`src/rtl/core/assert_macros.svh`:
```
// Assertion helpers for the RTL files; included by the backoff policy unit.
`ifndef ASSERT_MACROS_SVH
`define ASSERT_MACROS_SVH

// Checked on every rising edge while reset is released.
`define RBP_ASSERT(label, prop, msg) \
    label: assert property (@(posedge clk) disable iff (!rst_n) (prop)) else $error(msg);

// Checked on every rising edge, reset included.
`define RBP_ASSERT_ALWAYS(label, prop, msg) \
    label: assert property (@(posedge clk) (prop)) else $error(msg);

`endif

```
`src/rtl/core/rbp_pkg.sv`:
```
package rbp_pkg;

    localparam int TIME_BITS_DEF = 32;

    localparam int CFG_IDX_W  = 2;
    localparam int CFG_DATA_W = 22;
    localparam int REG_W      = 22;
    localparam int LIMIT_W    = 4;
    localparam int NOW_W      = 32;
    localparam int JITTER_W   = 12;
    localparam int BACKOFF_W  = 23;
    localparam int COUNT_W    = 4;

    localparam logic [CFG_IDX_W-1:0] CFG_INITIAL_BACKOFF = 2'd0;
    localparam logic [CFG_IDX_W-1:0] CFG_MAX_BACKOFF     = 2'd1;
    localparam logic [CFG_IDX_W-1:0] CFG_HARD_BACKOFF    = 2'd2;
    localparam logic [CFG_IDX_W-1:0] CFG_SOFT_LIMIT      = 2'd3;

    localparam logic [REG_W-1:0]   INITIAL_BACKOFF_RST = 22'd5000;
    localparam logic [REG_W-1:0]   MAX_BACKOFF_RST     = 22'd120000;
    localparam logic [REG_W-1:0]   HARD_BACKOFF_RST    = 22'd30000;
    localparam logic [LIMIT_W-1:0] SOFT_LIMIT_RST      = 4'd3;

    typedef enum logic [1:0] {
        ACT_NONE     = 2'd0,
        ACT_RESTORED = 2'd1,
        ACT_SOFT     = 2'd2,
        ACT_HARD     = 2'd3
    } action_t;

    typedef struct packed {
        logic                link_up;
        logic [NOW_W-1:0]    now_ms;
        logic [JITTER_W-1:0] jitter_ms;
    } in_item_t;

    typedef struct packed {
        action_t              action;
        logic [BACKOFF_W-1:0] backoff_ms;
        logic [COUNT_W-1:0]   soft_count;
    } out_item_t;

endpackage

```
`src/rtl/core/reconnect_backoff_policy_unit.sv`:
```
// Reconnect backoff policy: exponential backoff with jitter for a lost link.
// Each request on the input channel is one poll carrying the link status, a
// millisecond timestamp and a jitter value. Exactly one result request leaves
// the output channel per poll, giving the action taken, the backoff after the
// update and the soft attempt count.
// The block registers the poll, evaluates it against its state and registers
// the result, so a result is presented once its poll has passed from the
// evaluation register into the output register, where it holds until taken.
// One poll is taken in every cycle while the output side keeps up; the rate is
// set by the single state update per cycle in the evaluation stage.
// When the receiver stalls, the result holds and the evaluation stage holds its
// poll. The input channel takes one more poll only if the evaluation stage is
// empty; otherwise its ready drops in the same cycle as the output ready.
// Reset clears the pipeline, returns the link state to down with no retry
// armed, loads the backoff with 5000 ms and returns the four configuration
// registers to 5000, 120000, 30000 and 3. The user must write configuration
// through the write port only while no poll is in flight; nothing enforces it.
`include "assert_macros.svh"

module reconnect_backoff_policy_unit #(
    parameter int TIME_BITS = rbp_pkg::TIME_BITS_DEF
) (
    input  logic                            clk,
    input  logic                            rst_n,
    input  logic                            in_valid,
    output logic                            in_ready,
    input  rbp_pkg::in_item_t               in_data,
    output logic                            out_valid,
    input  logic                            out_ready,
    output rbp_pkg::out_item_t              out_data,
    input  logic                            cfg_wr_en,
    input  logic [rbp_pkg::CFG_IDX_W-1:0]   cfg_index,
    input  logic [rbp_pkg::CFG_DATA_W-1:0]  cfg_data
);
    import rbp_pkg::*;

    localparam int CMP_W = (TIME_BITS > BACKOFF_W) ? TIME_BITS : BACKOFF_W;

    logic [REG_W-1:0]     initial_reg;
    logic [REG_W-1:0]     max_reg;
    logic [REG_W-1:0]     hard_reg;
    logic [LIMIT_W-1:0]   limit_reg;

    logic                 was_up_reg;
    logic                 was_up_next;
    logic [TIME_BITS-1:0] last_try_reg;
    logic [TIME_BITS-1:0] last_try_next;
    logic [BACKOFF_W-1:0] backoff_reg;
    logic [BACKOFF_W-1:0] backoff_next;
    logic [COUNT_W-1:0]   soft_reg;
    logic [COUNT_W-1:0]   soft_next;
    logic                 force_reg;
    logic                 force_next;

    logic                 s1_vld_reg;
    in_item_t             s1_reg;
    logic                 out_vld_reg;
    out_item_t            out_reg;
    out_item_t            result;

    logic                 advance;
    logic                 step_en;

    logic [TIME_BITS+NOW_W-1:0] now_wide;
    logic [TIME_BITS-1:0] now_t;
    logic                 dropped;
    logic [TIME_BITS-1:0] last_eff;
    logic [COUNT_W-1:0]   soft_eff;
    logic                 force_eff;
    logic [TIME_BITS-1:0] elapsed;
    logic                 due;
    logic [BACKOFF_W:0]   doubled;
    logic [BACKOFF_W:0]   max_ext;
    logic [BACKOFF_W:0]   capped;
    logic [BACKOFF_W-1:0] grown;
    logic                 go_hard;

    assign advance   = !out_vld_reg || out_ready;
    assign in_ready  = !s1_vld_reg || advance;
    assign step_en   = s1_vld_reg && advance;
    assign out_valid = out_vld_reg;
    assign out_data  = out_reg;

    always_ff @(posedge clk or negedge rst_n)
    begin
        if (!rst_n)
        begin
            initial_reg <= INITIAL_BACKOFF_RST;
            max_reg     <= MAX_BACKOFF_RST;
            hard_reg    <= HARD_BACKOFF_RST;
            limit_reg   <= SOFT_LIMIT_RST;
        end
        else if (cfg_wr_en)
        begin
            case (cfg_index)
                CFG_INITIAL_BACKOFF: initial_reg <= cfg_data;
                CFG_MAX_BACKOFF:     max_reg     <= cfg_data;
                CFG_HARD_BACKOFF:    hard_reg    <= cfg_data;
                CFG_SOFT_LIMIT:      limit_reg   <= cfg_data[LIMIT_W-1:0];
                default:             limit_reg   <= limit_reg;
            endcase
        end
    end

    assign now_wide  = {{TIME_BITS{1'b0}}, s1_reg.now_ms};
    assign now_t     = now_wide[TIME_BITS-1:0];
    assign dropped   = was_up_reg && !s1_reg.link_up;
    assign last_eff  = dropped ? now_t : last_try_reg;
    assign soft_eff  = dropped ? '0 : soft_reg;
    assign force_eff = dropped || force_reg;
    assign elapsed   = now_t - last_eff;
    assign due       = force_eff || (CMP_W'(elapsed) >= CMP_W'(backoff_reg));
    assign doubled   = {backoff_reg, 1'b0};
    assign max_ext   = (BACKOFF_W + 1)'(max_reg);
    assign capped    = (doubled > max_ext) ? max_ext : doubled;
    assign grown     = BACKOFF_W'(capped + (BACKOFF_W + 1)'(s1_reg.jitter_ms));
    assign go_hard   = (soft_eff >= limit_reg) || (backoff_reg >= BACKOFF_W'(hard_reg));

    always_comb
    begin
        was_up_next   = s1_reg.link_up;
        last_try_next = last_eff;
        backoff_next  = backoff_reg;
        soft_next     = soft_eff;
        force_next    = force_eff;
        result.action = ACT_NONE;
        if (s1_reg.link_up)
        begin
            if (!was_up_reg)
            begin
                result.action = ACT_RESTORED;
                backoff_next  = BACKOFF_W'(initial_reg);
                soft_next     = '0;
                force_next    = 1'b0;
            end
        end
        else if (due)
        begin
            last_try_next = now_t;
            if (go_hard)
            begin
                result.action = ACT_HARD;
                soft_next     = '0;
            end
            else
            begin
                result.action = ACT_SOFT;
                soft_next     = soft_eff + COUNT_W'(1);
            end
            force_next = 1'b0;
            if (backoff_reg < BACKOFF_W'(max_reg))
            begin
                backoff_next = grown;
            end
        end
        result.backoff_ms = backoff_next;
        result.soft_count = soft_next;
    end

    always_ff @(posedge clk or negedge rst_n)
    begin
        if (!rst_n)
        begin
            was_up_reg   <= 1'b0;
            last_try_reg <= '0;
            backoff_reg  <= BACKOFF_W'(INITIAL_BACKOFF_RST);
            soft_reg     <= '0;
            force_reg    <= 1'b0;
        end
        else if (step_en)
        begin
            was_up_reg   <= was_up_next;
            last_try_reg <= last_try_next;
            backoff_reg  <= backoff_next;
            soft_reg     <= soft_next;
            force_reg    <= force_next;
        end
    end

    always_ff @(posedge clk or negedge rst_n)
    begin
        if (!rst_n)
        begin
            s1_vld_reg  <= 1'b0;
            out_vld_reg <= 1'b0;
        end
        else
        begin
            if (in_ready)
            begin
                s1_vld_reg <= in_valid;
            end
            if (advance)
            begin
                out_vld_reg <= s1_vld_reg;
            end
        end
    end

    always_ff @(posedge clk)
    begin
        if (in_valid && in_ready)
        begin
            s1_reg <= in_data;
        end
        if (step_en)
        begin
            out_reg <= result;
        end
    end

    // A soft retry always leaves a nonzero count; a hard reset or restore clears it.
    `RBP_ASSERT(a_soft_count_nonzero,
        (out_vld_reg && out_reg.action == ACT_SOFT) |-> (out_reg.soft_count != '0),
        "soft retry reported with a zero soft count")
    `RBP_ASSERT(a_count_cleared,
        (out_vld_reg && (out_reg.action == ACT_HARD || out_reg.action == ACT_RESTORED))
            |-> (out_reg.soft_count == '0),
        "hard reset or restore left a nonzero soft count")
    `RBP_ASSERT(a_stage_holds,
        (s1_vld_reg && !advance) |=> (s1_vld_reg && $stable(s1_reg)),
        "evaluation stage lost its request during a stall")
    `RBP_ASSERT(a_no_attempt_while_up,
        (step_en && s1_reg.link_up) |=> (out_reg.action == ACT_NONE
            || out_reg.action == ACT_RESTORED),
        "retry attempted while the link is up")

endmodule
```
`config.mk`:
```
export PLATFORM = sky130hd
export DESIGN_NAME = reconnect_backoff_policy_unit
export DESIGN_NICKNAME = d
export VERILOG_FILES = /design/src/rtl/core/rbp_pkg.sv /design/src/rtl/core/reconnect_backoff_policy_unit.sv
export VERILOG_INCLUDE_DIRS = /design/src /design/src/rtl/core
export SDC_FILE = /design/constraint.sdc
export NUM_CORES = 1
export LEC_CHECK = 0
export ABC_AREA = 1
export ABC_CLOCK_PERIOD_IN_PS = 5420
export BUFFER_PORTS_ARGS = -buffer_cell sky130_fd_sc_hd__buf_4
export CORE_UTILIZATION = 35
export DETAILED_ROUTE_END_ITERATION = 12
export PLACE_DENSITY = 0.58
export SLEW_MARGIN = 20
export SYNTH_ARGS = -nofsm -noshare
export SYNTH_HDL_FRONTEND = slang
export SYNTH_SLANG_ARGS = --single-unit
export TNS_END_PERCENT = 5
```
`constraint.sdc`:
```
create_clock -name clk -period 5.42 [get_ports clk]
set_clock_uncertainty 0.1 [all_clocks]
set_input_delay 1.084 -clock clk [delete_from_list [all_inputs] [get_ports clk]]
set_output_delay 1.084 -clock clk [all_outputs]
set_load 0.005 [all_outputs]
```
Word-level counts from Yosys, hierarchy flattened
Cells that the tools add are included.
{"block": "word_totals", "ff_bits": 207, "latch_bits": 0, "ramBits": 0, "romBits": 0, "memories": 0}
{"block": "classes", "n_addsub": 3, "multipliers": 0, "div": 0, "magnitude_cmp": 5, "n_eq_ne": 3, "n_shift": 0, "mux": 20, "bitwise": 0, "reduce_logical": 16}
{"cell": "23-bit 2-to-1 mux", "n": 5}
{"cell": "32-bit 2-to-1 mux", "n": 3}
{"cell": "32-bit by 23-bit greater-or-equal comparator with 1-bit output", "n": 1}
{"cell": "32-bit subtractor", "n": 1}
{"cell": "24-bit by 22-bit greater-than comparator with 1-bit output", "n": 1}
{"cell": "23-bit by 12-bit adder with 23-bit output", "n": 1}
{"cell": "23-bit by 22-bit greater-or-equal comparator with 1-bit output", "n": 1}
{"cell": "23-bit by 22-bit < comparator with 1-bit output", "n": 1}
{"cell": "4-bit 2-to-1 mux", "n": 5}
{"cell": "2-bit AND reduction", "n": 4}
{"cell": "1-bit logical OR", "n": 5}
{"cell": "1-bit 2-to-1 mux", "n": 5}
{"cell": "4-bit by 1-bit adder with 4-bit output, second input constant", "n": 1}
{"cell": "2-bit equality test, second input constant", "n": 2}
{"cell": "4-bit greater-or-equal comparator", "n": 1}
{"cell": "2-bit 2-to-1 mux", "n": 2}
{"cell": "1-bit logical AND", "n": 3}
{"cell": "1-bit zero test", "n": 3}
{"cell": "2-bit by 1-bit equality test with 1-bit output, second input constant", "n": 1}
{"cell": "2-bit zero test", "n": 1}

Logic depth before layout (Yosys ltp)
{"block": "depth", "word_depth": 8, "depth_mapped": 42, "mapped_depth_nobuf": 38}

Least setup slack after synthesis
Ideal clock, no wire load.
{"block": "synth_path", "path_kind": "register to register", "start": "register s1_reg, in the netlist was_up_next", "end": "register out_reg, in the netlist out_data[3], data pin", "setup_time_ns": 0.260, "arrival_ns": 4.163, "required_ns": 5.060, "setup_slack_ns": 0.897, "stages_incl_launch_ff": 37, "path_buffers": 6, "synth_period_minus_slack_ns": 4.523, "cell_sequence": "edfxtp_1 > buf_6 > inv_8 > nand2_4 > buf_12 > buf_2 > clkbuf_1 > o21ai_0 > ha_1 > a21oi_1 > inv_1 > a31oi_1 > inv_1 > a21oi_1 > nand2_2 > xor2_1 > ha_1 > nand2_1 > inv_1 > nand3_1 > inv_1 > a21oi_1 > nand2_1 > nand2_1 > nand2_1 > nand2_1 > nand2_1 > nand2_1 > nand4_1 > nor2_2 > nand3_2 > buf_6 > buf_6 > nor2_1 > nor2_1 > nand2_1 > o21ai_0"}
{"item": "start, declared", "line_no": "reconnect_backoff_policy_unit.sv:56", "rtl": "in_item_t s1_reg;"}
{"item": "start signal, assigned", "line_no": "reconnect_backoff_policy_unit.sv:204", "rtl": "s1_reg <= in_data;"}
{"item": "end signal, assigned", "line_no": "reconnect_backoff_policy_unit.sv:208", "rtl": "out_reg <= result;"}
{"item": "end, declared", "line_no": "reconnect_backoff_policy_unit.sv:58", "rtl": "out_item_t out_reg;"}

Final worst setup path
{"block": "layout_path", "start": "register s1_reg, in the netlist was_up_next", "end": "register out_reg, in the netlist out_data[24], data pin"}
{"block": "layout_between", "elab_chain_cells": 8, "word_cells_on_any_way": 9, "cone_classes": "1 x add/sub; 1 x order compare; 3 x mux; 4 x reduce/logical"}
{"item": "1-bit zero test", "line_no": "reconnect_backoff_policy_unit.sv:107", "rtl": "assign dropped = was_up_reg && !s1_reg.link_up;"}
{"item": "1-bit logical AND", "line_no": "reconnect_backoff_policy_unit.sv:107"}
{"item": "32-bit 2-to-1 mux", "line_no": "reconnect_backoff_policy_unit.sv:108", "rtl": "assign last_eff = dropped ? now_t : last_try_reg;"}
{"item": "32-bit subtractor", "line_no": "reconnect_backoff_policy_unit.sv:111", "rtl": "assign elapsed = now_t - last_eff;"}
{"item": "32-bit by 23-bit greater-or-equal comparator with 1-bit output", "line_no": "reconnect_backoff_policy_unit.sv:112", "rtl": "assign due = force_eff || (CMP_W'(elapsed) >= CMP_W'(backoff_reg));"}
{"item": "1-bit logical OR", "line_no": "reconnect_backoff_policy_unit.sv:112"}
{"item": "23-bit 2-to-1 mux", "line_no": "reconnect_backoff_policy_unit.sv:137", "rtl": "else if (due)"}
{"item": "23-bit 2-to-1 mux *", "line_no": "reconnect_backoff_policy_unit.sv:127", "rtl": "if (s1_reg.link_up)"}
{"item": "named net backoff_next[20]", "line_no": "reconnect_backoff_policy_unit.sv:49", "rtl": "logic [BACKOFF_W-1:0] backoff_next;"}
Mark *: on every way through the listed nets, which the timed path passes. The rest lies on a longest branch.
A chain may end at the register's enable or synchronous reset.

==> metrics.txt <==
Die ar. about 0.041 sq mm; Final Hold Viols 0; worst hold path class flip-flop to flip-flop; Final Power between 8 and 9 mW; WP depth 33; worst slew pin tran 1.00 ns; Crit Path Category flip-flop to flip-flop; Avg Inst Size Synth 7.87 sq um; XOR/XNOR share of the synthesized area 0.0199; largest area contributor in the netlist dfrtp_1; r2r startpoint was_up_next; antenna-violating nets left 0; Synth area leaders dfrtp_1 19%, edfxtp_1 16%, nand2_1 13%; Syn Inst Count 1794; Slew Viols, Final 0; Seq/Total Area, Yosys 0.396; # setup viols final 0; layout cells sized above 1 0.135; WHS Path Cells 2; CTS max path bufs 3; routability cong. 0.864; worst path bufs/invs 6; diodes inserted 0; Worst-path clk slew 0.06 ns; Slew headroom 0.331; Pre-antenna DRT Iters 8; multiplexer area fraction after synthesis 0; most used cell, CP nand2_1; Yosys Warn Count 0; Routed met2 length 18.9 mm; RSZ-0062 raised after global routing no; period utilization 0.901; Worst-Skew Late Latency between 0.5 and 0.6 ns; highest routed layer met4; CORE AREA 0.0397 sq mm; routed wl met3 1.79 mm; Die Ht 203 um; CTS H-tree depth 1; CP required 5.61 ns; largest net degree at the start of global routing 91; Yosys top cell area share 0.190; highest clock rate 205 MHz; commonest non-fill, non-tap cell in the layout nand2_1; highest-delay cell along the critical path edfxtp_1; vias in the first global route between 10k and 15k; # DRC 0; Critical Path AT 5.08 ns; non-filler cells, final 2439; first-pass GRT wire length ~66 mm; largest family of logic cells by synthesized area simple AND/OR/NAND/NOR gates; synth-to-layout area growth 15.7%; Peak VDD IR 0.000313 V; Detailed Route Iter0 Violations between 600 and 700; DRT Wirelength 41.6 mm; vias post-DR 12.5k; commonest cells after routing, fill and taps aside 471 x nand2_1, 225 x o21ai_0, 209 x inv_1; Sinks on Clock Net 207; Adder-Cell Fraction of Synth Area 0.118; reg-to-reg slack, setup 0.54 ns; reg2reg path depth 33; CP delay by family, top simple AND/OR/NAND/NOR gates; Avg WL per Cell 17.1 um; Fin Setup TNS 0 ns; CP startpoint kind flip-flop; Std-Cell Rows 73; status finished, final reports clean; maxcap violations 0; reg2reg end out_data[24]; Net Count, Synth 2000; Worst Hold Path EP initial_reg[1]; min cycle time layout 4.88 ns; NumNets Final about 2.1k; num ports ~110; Congestion Overflow GR 0; IO buf count between 100 and 150; vias per cell a little over 5; CTS hold repair buffers 0; CTS buffer count 26; post-route setup slack 0.539 ns; pre-CTS setup slack -0.00210 ns; hold_sp initial_reg[1]; placed insts between 2k and 2.5k; CP Capture Type flip-flop; Seq cells post-synth between 200 and 250; Pwr Density about 550 mW/mm^2; CTS tree built; Cell Area, Synth 0.0141 sq mm; die width about 200 um; Post-Synth Simple-Gate Area 0.218; post-DP HPWL 31.7 mm; CP max FO 55; M1 wire length 19.9 mm; Synth Area in Compound Gates 0.172; root buf cell clkbuf_16; Yosys cell types 51; LEAKAGE 7.83 nW; total track usage 0.204; Initial Util 0.355; antenna violations before repair 0; slowest stage delay, CP between 0.4 and 0.5 ns
==> cells in the mapped netlist, drive strengths merged <==
cell type	instances
a21oi	132
o21a	9
a22oi	22
o21bai	3
buf	18
a21boi	9
o21ai	235
a211oi	6
a2111oi	1
nand3b	2
dfrtp	107
fa	1
xor2	22
or2	1
o221a	2
a31oi	7
nor4	5
nand3	76
a21o	6
nor3	18
clkbuf	37
nor2	102
ha	131
o22ai	3
nand2	496
inv	215
o211ai	2
clkinv	2
o2111ai	1
edfxtp	74
nand4	12
xnor2	10
o31ai	1
dfstp	26
==> report_power, final <==
group,switching (mW),internal (mW)
sequential,0.305,2.08
combinational,3.10,1.79
clock,0.693,0.986
==> layout make-up <==
cell class | instances | area, sq um
Clock buffer | 40 | 776
Clock inverter | 8 | 58.8
Fill cell | 4041 | 23400
Inverter | 217 | 822
Multi-Input combinational cell | 1315 | 7460
Sequential cell | 207 | 5580
Tap cell | 525 | 657
Timing Repair Buffer | 127 | 970
==> worst reg2reg max path: cells and delay by family, from the launching register on <==
family / cells / cell delay [ns]
adders and majority gates: 2 / 0.74
and+or+nand+nor: 20 / 1.77
xor gates and xnor gates: 1 / 0.27
DFF: 1 / 0.48
buffers and inverters: 6 / 0.62
AOI/OAI and AO/OA: 4 / 0.66
==> per-layer routing <==
metal	vias up	track usage
li1	6207	-
met1	5945	0.287
met2	249	0.332
met3	55	0.0247
met4	0	0.0521
met5	-	0
==> kinds of logic (layout without fill, tap and decap cells) <==
| kind of cell | Yosys count | in the layout |
|---|---|---|
| AOI/OAI and AO/OA | 439 | 439 |
| xor gates and xnor gates | 32 | 32 |
| adders and majority gates | 132 | 132 |
| buffers and inverters | 272 | 392 |
| DFF | 207 | 207 |
| and+or+nand+nor | 712 | 712 |
==> stage by stage <==
step           cell area, sq um  hold slack, ns  utilization
2_1_floorplan             14100           0.337            -
3_3_place_gp              15500           0.368        0.390
3_5_place_dp              15500           0.375        0.390
4_1_cts                   16300           0.391        0.411
5_1_grt                   16300           0.405        0.411
6_report                  16300           0.388        0.411
==> how the worst max path moves through the flow <==
stage | from | endpoint | slack [ns]
detailed placement | max_reg[7] | backoff_reg[18] | -0.002
global placement | max_reg[7] | backoff_reg[18] | -0.02
finish | was_up_next | out_data[24] | 0.54
global route | was_up_next | out_data[24] | 0.10
CTS | max_reg[7] | backoff_reg[18] | 0.26
floorplan | was_up_next | out_data[3] | 0.90
==> repair_timing <==
action	4_1_cts	5_1_grt
setup buffers	0	0
setup endpoints to repair	2	13
resized for setup	1	3
(Power assumes the default switching activity.)
